<file path="src/rtl/truss_element_stiffness_macros.svh">
// assertion macros shared by the truss element stiffness rtl
`ifndef TRUSS_ELEMENT_STIFFNESS_MACROS_SVH
`define TRUSS_ELEMENT_STIFFNESS_MACROS_SVH

// same-cycle implication, sampled on clk_i, off during reset
`define TES_ASSERT_IMPLIES(lbl, ante, cons) \
  lbl: assert property (@(posedge clk_i) disable iff (!rst_ni) (ante) |-> (cons)) \
    else $error("truss element stiffness assertion failed");

// next-cycle implication, sampled on clk_i, off during reset
`define TES_ASSERT_NEXT(lbl, ante, cons) \
  lbl: assert property (@(posedge clk_i) disable iff (!rst_ni) (ante) |=> (cons)) \
    else $error("truss element stiffness assertion failed");

`endif

</file>
<file path="src/rtl/tes_pkg.sv">
// types, constants and index helpers for the truss element stiffness block
package tes_pkg;

  localparam int unsigned Axes        = 3;
  localparam int unsigned Pairs       = 6;
  localparam int unsigned MagW        = 32;
  localparam int unsigned SumW        = 66;
  localparam int unsigned LenW        = 33;
  localparam int unsigned RemW        = 34;
  localparam int unsigned SqRemW      = 35;
  localparam int unsigned QW          = 31;
  localparam int unsigned EaW         = 64;
  localparam int unsigned QqW         = 61;
  localparam int unsigned ProdW       = 128;
  localparam int unsigned QuotW       = 47;
  localparam int unsigned EntryW      = 48;
  localparam int unsigned SquareSteps = 4;
  localparam int unsigned SqrtSteps   = 33;
  localparam int unsigned QSteps      = 31;
  localparam int unsigned MulSteps    = 6;
  localparam int unsigned DivSteps    = 47;

  localparam logic [EntryW-1:0] EntryPosMax = 48'h7FFF_FFFF_FFFF;
  localparam logic [EntryW-1:0] EntryNegMag = 48'h8000_0000_0000;
  localparam logic [QW-1:0]     QOne        = 31'h4000_0000;
  localparam logic [2:0]        LastIdx     = 3'd5;

  typedef struct packed {
    logic [Axes-1:0][MagW-1:0] mag;
    logic [Axes-1:0]           neg;
    logic                      zero;
    logic [31:0]               modulus;
    logic [31:0]               area;
  } tes_item_t;

  typedef enum logic [2:0] {
    StIdle,
    StSquare,
    StSqrt,
    StQdiv,
    StMul,
    StDiv,
    StHand
  } tes_state_e;

  // axis of a dof index (0..5)
  function automatic logic [1:0] axis_of(input logic [2:0] idx);
    logic [2:0] t;
    t = (idx >= 3'd3) ? idx - 3'd3 : idx;
    return t[1:0];
  endfunction

  // second node block
  function automatic logic node_of(input logic [2:0] idx);
    return idx >= 3'd3;
  endfunction

  // symmetric axis pair to magnitude slot
  function automatic logic [2:0] pair_of(input logic [1:0] ar, input logic [1:0] ac);
    logic [1:0] lo;
    logic [1:0] hi;
    logic [2:0] p;
    lo = (ar < ac) ? ar : ac;
    hi = (ar < ac) ? ac : ar;
    unique case ({lo, hi})
      4'b0000: p = 3'd0;
      4'b0001: p = 3'd1;
      4'b0010: p = 3'd2;
      4'b0101: p = 3'd3;
      4'b0110: p = 3'd4;
      4'b1010: p = 3'd5;
      default: p = 3'd0;
    endcase
    return p;
  endfunction

  function automatic logic [1:0] pair_row(input logic [2:0] p);
    logic [1:0] a;
    unique case (p)
      3'd0, 3'd1, 3'd2: a = 2'd0;
      3'd3, 3'd4:       a = 2'd1;
      3'd5:             a = 2'd2;
      default:          a = 2'd0;
    endcase
    return a;
  endfunction

  function automatic logic [1:0] pair_col(input logic [2:0] p);
    logic [1:0] a;
    unique case (p)
      3'd0:             a = 2'd0;
      3'd1, 3'd3:       a = 2'd1;
      3'd2, 3'd4, 3'd5: a = 2'd2;
      default:          a = 2'd0;
    endcase
    return a;
  endfunction

endpackage

</file>
<file path="src/rtl/tes_front.sv">
// front end: takes an element, forms axis differences and classifies it
module tes_front (
  input  logic                clk_i,
  input  logic                rst_ni,
  input  logic                in_valid_i,
  output logic                in_ready_o,
  input  logic signed [31:0]  first_x_i,
  input  logic signed [31:0]  first_y_i,
  input  logic signed [31:0]  first_z_i,
  input  logic signed [31:0]  second_x_i,
  input  logic signed [31:0]  second_y_i,
  input  logic signed [31:0]  second_z_i,
  input  logic [31:0]         modulus_i,
  input  logic [31:0]         area_i,
  input  logic                full_i,
  output logic                push_o,
  output tes_pkg::tes_item_t  item_o
);
  import tes_pkg::*;

  logic                 valid_q, valid_d;
  tes_item_t            item_q, item_d;
  logic [Axes-1:0][31:0] f, s;
  logic signed [32:0]   d [Axes];
  logic [32:0]          m [Axes];

  assign f = {first_z_i, first_y_i, first_x_i};
  assign s = {second_z_i, second_y_i, second_x_i};

  always_comb begin
    item_d = item_q;
    for (int i = 0; i < Axes; i++) begin
      d[i] = {s[i][31], s[i]} - {f[i][31], f[i]};
      m[i] = d[i][32] ? 33'(-d[i]) : 33'(d[i]);
      item_d.mag[i] = m[i][31:0];
      item_d.neg[i] = d[i][32];
    end
    item_d.zero    = (item_d.mag == '0);
    item_d.modulus = modulus_i;
    item_d.area    = area_i;
  end

  assign in_ready_o = !valid_q || !full_i;
  assign push_o     = valid_q && !full_i;
  assign item_o     = item_q;

  always_comb begin
    valid_d = valid_q;
    if (in_valid_i && in_ready_o) begin
      valid_d = 1'b1;
    end else if (push_o) begin
      valid_d = 1'b0;
    end
  end

  always_ff @(posedge clk_i or negedge rst_ni) begin
    if (!rst_ni) begin
      valid_q <= 1'b0;
    end else begin
      valid_q <= valid_d;
    end
  end

  always_ff @(posedge clk_i) begin
    if (in_valid_i && in_ready_o) begin
      item_q <= item_d;
    end
  end

endmodule

</file>
<file path="config.mk">
export PLATFORM = sky130hd
export DESIGN_NAME = tes_front
export DESIGN_NICKNAME = d
export VERILOG_FILES = /design/src/rtl/truss_element_stiffness_macros.svh /design/src/rtl/tes_pkg.sv /design/src/rtl/tes_front.sv
export SDC_FILE = /design/constraint.sdc
export NUM_CORES = 1
export LEC_CHECK = 0
export BUFFER_PORTS_ARGS = -buffer_cell sky130_fd_sc_hd__clkbuf_2
export CELL_PAD_IN_SITES_DETAIL_PLACEMENT = 1
export CELL_PAD_IN_SITES_GLOBAL_PLACEMENT = 1
export CORE_ASPECT_RATIO = 1.25
export CORE_UTILIZATION = 43
export CTS_CLUSTER_SIZE = 20
export DETAILED_ROUTE_END_ITERATION = 6
export HOLD_SLACK_MARGIN = 0.05
export PLACE_DENSITY_LB_ADDON = 0.1
export SLEW_MARGIN = 20
export SYNTH_ARGS = -nofsm -noshare
export SYNTH_HDL_FRONTEND = slang
export SYNTH_SLANG_ARGS = --single-unit
</file>
<file path="constraint.sdc">
create_clock -name clk_i -period 11.11 [get_ports clk_i]
set_input_delay 1.6665 -clock clk_i [delete_from_list [all_inputs] [get_ports clk_i]]
set_output_delay 1.6665 -clock clk_i [all_outputs]
set_load 0.01 [all_outputs]
</file>
==> run metrics <==
CTS tree=done; Cells after Synth=~1700; worst hold-check path type=register to register; Avg WL per Cell=between 20 and 25 um; DR pass1 iterations=7; gr ovfl total=0; fin. max-slew vios=0; post-DP HPWL=around 43000 um; setup TNS=0 ps; CP max stage delay=540 ps; Yosys top cell area share=0.3311; Worst path slowest cell=or4_1; CTS H-tree lvls=4; Final ANT Viol Nets=0; ranking of synthesized cells by area=edfxtp_1 (33%), ha_1 (8.3%), xnor2_1 (5.8%); clk_skew=~11 ps; vias per inst=5.902; worst slew pin tran=926.8 ps; largest area contributor in the netlist=edfxtp_1; Post-Syn Area=14870 um^2; GRT Overall Usage=0.2906; worst vdd ir=between 0.1 and 0.15 mV; Post-Syn Area per Cell=8.785 um^2; # setup viols final=0; CP Max Fanout=7; Yosys warning count=0; CTS root buf=clkbuf_16; GR peak layer=met2; Worst EP required=between 10000 and 15000 ps; Post-synth EDFFs=164; critical path type=input port to register; Longest Clk Path Bufs=2; Worst-path clk slew=70 ps; critical path data arrival time=6430 ps; n_diodes=0; synth unique cells=110; die width=roughly 170 um; core box area=between 30000 and 40000 um^2; #FFs+latches synth=165; met1 Use GR=0.3582; gpl congestion=just over 0.9; RSZ-0062 raised after global routing=no; Critical Path Start Type=input port; WL final=52300 um; final net count=approximately 2400; Post-CTS Setup Inserts=0; vias in the first global route=15020; Placed Cells=approximately 2500; Clock Latency Late Sink=440 ps; IO Count=about 430; outcome=completed; share of cells above drive strength 1=0.2533; syn_nets=2055; register area share after synthesis=0.3328; Tcrit/Tclk final=0.5551; Primary FF master, synth=edfxtp_1; initial antenna violation count=0; first-pass GRT wire length=80690 um; Die ar.=35340 um^2; CP Capture Type=register; Cell Pwr Density=about 140 nW/um^2; drt first-iter violations=964; final hold violation count=0; height of the die=209.9 um; via count=14870; leakage power=about 7.7 nW; min Tclk post-route=6167 ps; row count=75; most numerous cell in the Yosys netlist=edfxtp_1; FMAX=0.1621 GHz; grt met3 use=0.03586; met2 Resource Use GR=0.5251; Slew Limit Headroom=0.3821; Commonest cells post-synth=edfxtp_1 (164), inv_1 (139), nor2_1 (132), nand2_1 (129), a21oi_1 (128); Non-Filler Instances=around 2500; Max Cap Violations=0; Remaining DRCs=0; cts hold-fix bufs=0; Fill cells=4154; Initial Util=0.4403; Synth async-reset ratio=0.006061; cts bufs inserted=17; area grow syn2layout=20.10%; Port Buffers=425; clock sink total=approximately 170; largest net degree at the start of global routing=69; Post-CTS Resized=0; critical-path cell list=clkbuf_2, inv_1, ha_1, inv_1, fa_1, xnor2_1, nand2_1, or4_1, a21oi_2, nand4b_1, nor3_2, nand4_1, o21ai_0, xor2_1, nor4b_1, nand4_1, or4_1, nor4_2
state kept, by name, summed over array words and instances (netlist names):
register  cells
item_o      164
valid_q       1
report_power, final:
group / switching [mW] / internal (mW) / total [mW]
clock: 0.281 / 0.314 / 0.596
sequential: 0.0371 / 0.805 / 0.842
combinational: 0.654 / 0.381 / 1.03
total: 0.973 / 1.50 / 2.47
worst paths after layout:
path	startpoint	to	slack, ps	cells after the start
hold / removal	valid_q	valid_q	570	2
hold reg to reg	valid_q	valid_q	570	2
setup reg to reg	valid_q	item_o[29]	8070	4
max in group asynchronous	rst_ni	valid_q	10050	1
min in group asynchronous	rst_ni	valid_q	980	1
setup / recovery	second_z_i[0]	item_o[64]	4940	18
layout by cell type (no fill, tap or decap), types with 15 or more instances in the layout:
cell type and n:
nor2_1 132, and2_1 20, nand4_1 28, clkbuf_16 17
nor4_1 27, a21oi_1 128, nor2b_1 16, nand2_1 129
nand3_1 30, ha_1 99, inv_1 139, clkbuf_2 425
o211ai_1 19, a21o_1 29, o31ai_1 15, nor3_1 39
a31oi_1 18, edfxtp_1 164, xnor2_1 98, or3_1 21
a211oi_1 33, o21ai_0 100, xor2_1 43
layout make-up:
class / instances / area [um^2] / share of cell area
inverters: 140 / 525.5 / 0.02942
flip-flops and latches: 165 / 4950 / 0.2771
multi-input cells: 1328 / 9115 / 0.5103
repair buffers: 431 / 2172 / 0.1216
clock inverters: 15 / 145.1 / 0.008126
clock buffers: 17 / 425.4 / 0.02382
well taps: 423 / 529.3 / 0.02963
cells by family after synthesis:
kind of cell,after synthesis,share of synthesized area
adder cells (fa/ha/maj),102,0.08732
XOR/XNOR,142,0.08413
AO/OA/AOI/OAI,511,0.2328
buffers and inverters,200,0.05502
multiplexers,11,0.007740
flip-flops,165,0.3328
AND/OR/NAND/NOR,562,0.2002
critical path, delay by kind of cell:
kind            cells  cell delay (ps)
simple gates        9             2840
fa+ha+maj           2              620
compound gates      2              570
xor+xnor            2              540
buf+inv             3              200
through the flow:
stage | hold WS (ps) | setup WS, ps | total power, mW | utilization | cell area, um^2
6_report | 571.2 | 4943 | 2.473 | 0.5287 | 17860
4_1_cts | 554.9 | 4989 | 2.475 | 0.5285 | 17850
5_1_grt | 593.5 | 4493 | 2.595 | 0.5287 | 17860
3_5_place_dp | 534.6 | 4551 | 1.878 | 0.5116 | 17280
2_1_floorplan | 534.6 | 4973 | 1.516 | - | 14870
3_3_place_gp | 500.3 | 4649 | 1.855 | 0.5116 | 17280
metal layers:
| metal | vias up | routed length, um |
|---|---|---|
| met1 | 7249 | 22120 |
| met3 | 73 | 2207 |
| met2 | 424 | 26590 |
| met5 | - | 0 |
| li1 | 7122 | - |
| met4 | 0 | 1382 |
No activity file was read; power rests on OpenSTA's default activity.
