### config.mk
export PLATFORM = sky130hd
export DESIGN_NAME = tes_fifo
export DESIGN_NICKNAME = d
export VERILOG_FILES = /design/src/rtl/truss_element_stiffness_macros.svh /design/src/rtl/tes_pkg.sv /design/src/rtl/tes_fifo.sv
export SDC_FILE = /design/constraint.sdc
export NUM_CORES = 1
export LEC_CHECK = 0
export ABC_AREA = 1
export BUFFER_PORTS_ARGS = -buffer_cell sky130_fd_sc_hd__buf_4
export CAP_MARGIN = 40
export CORE_ASPECT_RATIO = 1.4
export CORE_MARGIN = 2
export CORE_UTILIZATION = 41
export DETAILED_ROUTE_END_ITERATION = 12
export GPL_ROUTABILITY_DRIVEN = 0
export PLACE_DENSITY = 0.74
export SYNTH_ARGS = -nofsm -noshare
export SYNTH_HDL_FRONTEND = slang
export SYNTH_SLANG_ARGS = --single-unit
### constraint.sdc
create_clock -name clk_i -period 9.31 [get_ports clk_i]
set_clock_uncertainty 0.2 [all_clocks]
set_input_delay 1.862 -clock clk_i [delete_from_list [all_inputs] [get_ports clk_i]]
set_output_delay 1.862 -clock clk_i [all_outputs]
set_load 0.1 [all_outputs]
### src/rtl/truss_element_stiffness_macros.svh
// assertion macros shared by the truss element stiffness rtl
`ifndef TRUSS_ELEMENT_STIFFNESS_MACROS_SVH
`define TRUSS_ELEMENT_STIFFNESS_MACROS_SVH

// same-cycle implication, sampled on clk_i, off during reset
`define TES_ASSERT_IMPLIES(lbl, ante, cons) \
  lbl: assert property (@(posedge clk_i) disable iff (!rst_ni) (ante) |-> (cons)) \
    else $error("truss element stiffness assertion failed");

// next-cycle implication, sampled on clk_i, off during reset
`define TES_ASSERT_NEXT(lbl, ante, cons) \
  lbl: assert property (@(posedge clk_i) disable iff (!rst_ni) (ante) |=> (cons)) \
    else $error("truss element stiffness assertion failed");

`endif

### src/rtl/tes_pkg.sv
// types, constants and index helpers for the truss element stiffness block
package tes_pkg;

  localparam int unsigned Axes        = 3;
  localparam int unsigned Pairs       = 6;
  localparam int unsigned MagW        = 32;
  localparam int unsigned SumW        = 66;
  localparam int unsigned LenW        = 33;
  localparam int unsigned RemW        = 34;
  localparam int unsigned SqRemW      = 35;
  localparam int unsigned QW          = 31;
  localparam int unsigned EaW         = 64;
  localparam int unsigned QqW         = 61;
  localparam int unsigned ProdW       = 128;
  localparam int unsigned QuotW       = 47;
  localparam int unsigned EntryW      = 48;
  localparam int unsigned SquareSteps = 4;
  localparam int unsigned SqrtSteps   = 33;
  localparam int unsigned QSteps      = 31;
  localparam int unsigned MulSteps    = 6;
  localparam int unsigned DivSteps    = 47;

  localparam logic [EntryW-1:0] EntryPosMax = 48'h7FFF_FFFF_FFFF;
  localparam logic [EntryW-1:0] EntryNegMag = 48'h8000_0000_0000;
  localparam logic [QW-1:0]     QOne        = 31'h4000_0000;
  localparam logic [2:0]        LastIdx     = 3'd5;

  typedef struct packed {
    logic [Axes-1:0][MagW-1:0] mag;
    logic [Axes-1:0]           neg;
    logic                      zero;
    logic [31:0]               modulus;
    logic [31:0]               area;
  } tes_item_t;

  typedef enum logic [2:0] {
    StIdle,
    StSquare,
    StSqrt,
    StQdiv,
    StMul,
    StDiv,
    StHand
  } tes_state_e;

  // axis of a dof index (0..5)
  function automatic logic [1:0] axis_of(input logic [2:0] idx);
    logic [2:0] t;
    t = (idx >= 3'd3) ? idx - 3'd3 : idx;
    return t[1:0];
  endfunction

  // second node block
  function automatic logic node_of(input logic [2:0] idx);
    return idx >= 3'd3;
  endfunction

  // symmetric axis pair to magnitude slot
  function automatic logic [2:0] pair_of(input logic [1:0] ar, input logic [1:0] ac);
    logic [1:0] lo;
    logic [1:0] hi;
    logic [2:0] p;
    lo = (ar < ac) ? ar : ac;
    hi = (ar < ac) ? ac : ar;
    unique case ({lo, hi})
      4'b0000: p = 3'd0;
      4'b0001: p = 3'd1;
      4'b0010: p = 3'd2;
      4'b0101: p = 3'd3;
      4'b0110: p = 3'd4;
      4'b1010: p = 3'd5;
      default: p = 3'd0;
    endcase
    return p;
  endfunction

  function automatic logic [1:0] pair_row(input logic [2:0] p);
    logic [1:0] a;
    unique case (p)
      3'd0, 3'd1, 3'd2: a = 2'd0;
      3'd3, 3'd4:       a = 2'd1;
      3'd5:             a = 2'd2;
      default:          a = 2'd0;
    endcase
    return a;
  endfunction

  function automatic logic [1:0] pair_col(input logic [2:0] p);
    logic [1:0] a;
    unique case (p)
      3'd0:             a = 2'd0;
      3'd1, 3'd3:       a = 2'd1;
      3'd2, 3'd4, 3'd5: a = 2'd2;
      default:          a = 2'd0;
    endcase
    return a;
  endfunction

endpackage

### src/rtl/tes_fifo.sv
// short queue of classified elements between front and back
module tes_fifo #(
  parameter int unsigned Depth = 2
) (
  input  logic               clk_i,
  input  logic               rst_ni,
  input  logic               push_i,
  input  tes_pkg::tes_item_t item_i,
  output logic               full_o,
  input  logic               pop_i,
  output logic               empty_o,
  output tes_pkg::tes_item_t item_o
);
  import tes_pkg::*;

  localparam int unsigned PtrW = (Depth > 1) ? $clog2(Depth) : 1;
  localparam int unsigned CntW = $clog2(Depth + 1);

  tes_item_t       mem_q [Depth];
  logic [PtrW-1:0] wr_q, wr_d, rd_q, rd_d;
  logic [CntW-1:0] cnt_q, cnt_d;

  assign full_o  = (cnt_q == CntW'(Depth));
  assign empty_o = (cnt_q == '0);
  assign item_o  = mem_q[rd_q];

  always_comb begin
    wr_d  = wr_q;
    rd_d  = rd_q;
    cnt_d = cnt_q;
    if (push_i) begin
      wr_d = (wr_q == PtrW'(Depth - 1)) ? '0 : wr_q + 1'b1;
    end
    if (pop_i) begin
      rd_d = (rd_q == PtrW'(Depth - 1)) ? '0 : rd_q + 1'b1;
    end
    if (push_i && !pop_i) begin
      cnt_d = cnt_q + 1'b1;
    end else if (pop_i && !push_i) begin
      cnt_d = cnt_q - 1'b1;
    end
  end

  always_ff @(posedge clk_i or negedge rst_ni) begin
    if (!rst_ni) begin
      wr_q  <= '0;
      rd_q  <= '0;
      cnt_q <= '0;
    end else begin
      wr_q  <= wr_d;
      rd_q  <= rd_d;
      cnt_q <= cnt_d;
    end
  end

  always_ff @(posedge clk_i) begin
    if (push_i) begin
      mem_q[wr_q] <= item_i;
    end
  end

endmodule

==> flow_summary_export.csv, run 1 <==
group,metric,value,unit
global_route,grt_pass1_wl,36.6,mm
synthesis,synth_common_cells,"328 x edfxtp_1, 164 x mux2_2, 17 x buf_6",
sta,layout_min_cycle_time,4710,ps
critical_path,end_kind,"output port",
route,viasPerCell,4.75,
critical_path,slowest_stage,"dfrtp_4",
route,dr.pass1.iters,5,
global_route,gr-total-overflow,0,
cts,ctsResizeCount,0,
cts,cts_setup_buffers,0,
route,num_vias,6157,
finish,finalNetCount,1061,
synthesis,synth_largest_area_cell,"edfxtp_1",
cts,cts_buffer_depth,3,
global_route,grt_pass1_vias,6625,
synthesis,yosysUniqueCellTypes,13,
sta,relSlewSlack,45.8,%
cts,clk_latency,550,ps
synthesis,ys_seq_area_share,82.2,%
sta,period_share,50.6,%
synthesis,netlist_instances,535,
sta,max_freq,0.212,GHz
cts,cts_buffers,30,
floorplan,initial_core_util,41.6,%
critical_path,crit_required,7250,ps
route,drt_iter0_drc,239,
floorplan,die_area,30900,um2
run_status,status,"complete, no violations",
route,finalWirelength,24.8,mm
critical_path,worst-setup-path-type,"reg2out",
global_route,antenna_found_initial,0,
floorplan,io_pins,334,
cts,numClockSinks,332,
route,drtAntennaViolNets,0,
global_route,grt_max_degree,87,
sta,setup_viol,0,
cts,cts_hold_buf,0,
critical_path,worstPathCellList,"buf_4, buf_12, mux2_2, buf_4",
cts,cts_max_level,1,
floorplan,row_count,74,
critical_path,path_common_cell,"buf_4",
route,post_drt_wl_per_cell,19.1,um
synthesis,synth_edf_count,328,
critical_path,critPathLaunchType,"flip-flop",
route,drc,0,
synthesis,syn_nets,704,
worst_hold_path,holdCritPathClass,"reg2reg",
synthesis,synth.area.top_cells,"edfxtp_1 81%, mux2_2 15%, buf_6 1.6%, dfrtp_1 0.83%, inv_1 0.22%",
flow_run,maxCapViolCount,0,
synthesis,synthesis.area,12100,um2
floorplan,chipWidth,149,um
sta,rsz0062_at_grt,"false",
floorplan,die_h,207,um
synthesis,syn_avg_cell_area,22.6,um2
sta,hold_viol_final,0,
cts,clk_pin_slew,60,ps
global_route,grt_usage,15.5,%
critical_path,cpPeakStageDelay,690,ps
finish,n_antenna_cell,0,
synthesis,synth_most_common_cell,"edfxtp_1",
critical_path,crit_fanout,37,
placement,dp_hpwl,16.9,mm
cts,cts_tree,"done",
finish,syn_to_final_growth,32.6,%
sta,setup_tns,0,ps
synthesis,synth_async_sr_flop_share,1.20,%
synthesis,yosysTopAreaCellShare,81.4,%
floorplan,core_area,29100,um2
synthesis,yosys_warnings,0,
synthesis,ys_seq_elements,332,
sta,worst_slew_pin_slew,813,ps
sta,drv_slew,0,
critical_path,cp_data_arrival_time,2650,ps
cts,root_buffer,"clkbuf_16",
synthesis,ys.flop_type,"edfxtp_1",
finish,drive_gt1_share,60.7,%
placement,portBuffers,333,
final timing paths:
check	to	slack, ps	start	depth (start not counted)
setup / recovery	item_o[46]	4600	rd_q	4
hold / removal	cnt_q[1]	320	cnt_q[1]	2
setup reg to reg	mem_q[1][75]	6700	wr_q	4
hold reg to reg	cnt_q[1]	320	cnt_q[1]	2
max in group asynchronous	rd_q	7900	rst_ni	1
min in group asynchronous	rd_q	890	rst_ni	1
layout by cell type, fill, tap and decap left out, drive strengths merged:
cell      Yosys  routed
nand2         5       5
ha            1       1
xnor2         1       1
nand3         1       1
buf          18     343
nor2          3       3
clkbuf        0      35
edfxtp      328     328
inv           7       7
clkinv        0      14
dfrtp         4       4
clkinvlp      0       3
xor2          2       2
nand4         1       1
bufinv        0       4
mux2        164     164
metal layers:
layer	track usage [%]	wire [um]	part of all wire (%)
met3	4.15	1930	7.8
met2	28.2	13300	54
met4	5.75	764	3.1
met5	0	0	0
met1	17.1	8790	35
state kept, by name, summed over array words and instances (netlist names):
signal  flops
rd_q        1
wr_q        1
mem_q     328
cnt_q       2
cells by family after synthesis:
family | synth area share, %
flops | 82.2
mux | 15.3
buf+inv | 1.84
simple gates | 0.341
xor+xnor | 0.217
fa+ha+maj | 0.103
through the flow:
stage	hold WS, ps	utilization, %	std cells	worst slack (ps)	instance area, um2
after global routing	351	55.2	1296	4440	16000
after floorplan	263	-	535	2520	12100
final	319	55.2	1296	4600	16000
after detailed placement	304	51.7	1240	5090	15000
after CTS	320	55.2	1296	4530	16000
after global placement	280	51.4	1236	4920	14900
critical path, delay by kind of cell, from the launching register on:
kind / cells / cell delay [ps]
DFF: 1 / 690
muxes: 1 / 390
buffers and inverters: 3 / 940
cell type report:
| type | instances | area [um2] |
|---|---|---|
| clock buffer | 35 | 791 |
| sequential | 332 | 9950 |
| tap | 380 | 475 |
| inverter | 7 | 31.3 |
| fill | 2305 | 13000 |
| multi-input combinational | 178 | 1930 |
| clock inverter | 21 | 209 |
| timing repair buffer | 343 | 2650 |
Power of run 1 is left out: the tool's default activity adds up to more than one toggle a clock period on the data nets, which glitch-free logic cannot reach.
==> run 2, diff against run 1 <==
Settings changed: PLACE_DENSITY 0.74 to 0.77.
Clock period 9.31 ns to 3.79 ns, I/O delays scaled along.
==> run 2 against run 1 <==
Net effect: setup slack got worse by 4200 ps; clock-buffer cell count decreased by 1; via count is 0.31% higher; non-clock buffer count grew 10; die area is the same; wire length down 2.9%; critical path depth shrank 1; global-route usage fell by 0.31 points; final area grew 0.60%; core utilization is 0.33 points higher; largest cell class unchanged; critical path type unchanged.
==> flow_summary_export.csv, run 2 (synthesis results as in run 1) <==
group,metric,value,unit
run_status,status,"complete, no violations",
floorplan,die_h,207,um
global_route,grt_max_degree,66,
finish,mostFrequentLayoutCells,"341 x buf_4, 328 x edfxtp_1, 164 x mux2_2, 30 x clkbuf_16, 11 x buf_12",
sta,rsz0062_at_grt,"false",
critical_path,crit_required,2830,ps
floorplan,core_area,29100,um2
floorplan,chipWidth,149,um
sta,max_freq,0.295,GHz
sta,hold_viol_final,0,
cts,cts_buffer_depth,3,
cts,root_buffer,"clkbuf_16",
global_route,top_usage_layer,"met2",
cts,cts_tree,"done",
sta,setup_tns,0,ps
finish,finalNetCount,1071,
route,num_vias,6176,
finish,top_regs,"mem_q (328), cnt_q (2)",
finish,drive_gt1_share,61.2,%
critical_path,end_kind,"output port",
sta,setup_viol,0,
placement,dp_hpwl,16.8,mm
flow_run,maxCapViolCount,0,
finish,fin_util,55.5,%
route,viasPerCell,4.74,
placement,portBuffers,333,
cts,cts_buffers,30,
sta,period_share,89.4,%
floorplan,initial_core_util,41.6,%
finish,syn_to_final_growth,33.4,%
critical_path,r2r_cells,3,
cts,clk_latency,550,ps
global_route,grt_util_met2,28.0,%
floorplan,die_area,30900,um2
worst_hold_path,holdCritPathClass,"in2reg",
cts,ctsResizeCount,0,
global_route,antenna_found_initial,2,
sta,drv_slew,0,
route,finalWirelength,24.1,mm
floorplan,row_count,74,
cts,numClockSinks,332,
cts,clk_pin_slew,70,ps
global_route,grt_usage,15.2,%
global_route,gr-total-overflow,0,
floorplan,io_pins,334,
finish,largest_register_ffs,328,
route,drc,0,
sta,worst_slew_pin_slew,702,ps
route,post_drt_wl_per_cell,18.5,um
global_route,grt_use_met1,15.4,%
sta,hold-worst-slack,168,ps
critical_path,cp_data_arrival_time,2430,ps
critical_path,crit_fanout,44,
cts,cts_max_level,1,
global_route,grt_pass1_vias,6782,
critical_path,critPathLaunchType,"flip-flop",
finish,final_common_cell,"buf_4",
global_route,grt_pass1_wl,36.3,mm
sta,relSlewSlack,53.1,%
route,dr.pass1.iters,4,
route,drtAntennaViolNets,0,
worst_hold_path,min_path_cells,1,
critical_path,worst-setup-path-type,"reg2out",
sta,layout_min_cycle_time,3390,ps
route,drt_iter0_drc,313,
finish,regMostFlops,"mem_q",
global_route,met3_usage,4.13,%
run 2: layout make-up:
type	instances	area [um2]
inverter	7	42.5
sequential	332	9950
clock buffer	34	766
antenna	2	5.00
fill	2228	12900
timing repair buffer	353	2790
multi-input combinational	178	1950
clock inverter	18	155
tap	380	475
run 2: worst paths after layout:
check	slack (ps)	end	startpoint
min in group asynchronous	330	cnt_q[1]	rst_ni
max in group asynchronous	2940	rd_q	rst_ni
max reg2reg	1660	mem_q[1][116]	wr_q
max	400	item_o[67]	rd_q
min reg2reg	320	cnt_q[1]	cnt_q[1]
min	170	mem_q[1][48]	item_i[48]
run 2: metal layers:
layer  part of all wire (%)  routed length, um
met4                    5.0               1200
met5                      0                  0
met1                     33               7980
met2                     54              13100
met3                    7.6               1840
run 2: worst max-delay path, cell delays in order, from the launching register on:
cell     delay (ps)
dfrtp_4         890
buf_4           360
mux2_2          380
buf_4           240
run 2: through the flow:
| stage | instances | instance area [um2] | setup slack, ps |
|---|---|---|---|
| after floorplan | 535 | 12100 | -33.8 |
| after global placement | 1249 | 15200 | 1000 |
| after CTS | 1302 | 16100 | 333 |
| after global routing | 1304 | 16100 | 280 |
| final | 1304 | 16100 | 401 |
| after detailed placement | 1249 | 15200 | 942 |
run 2: what timing repair did:
action,4_1_cts,5_1_grt
endpoints found under the setup margin,0,0
buffers inserted,0,0
hold endpoints to repair,4,0
hold buffers,1,0
Power of run 2 is left out for the same reason.
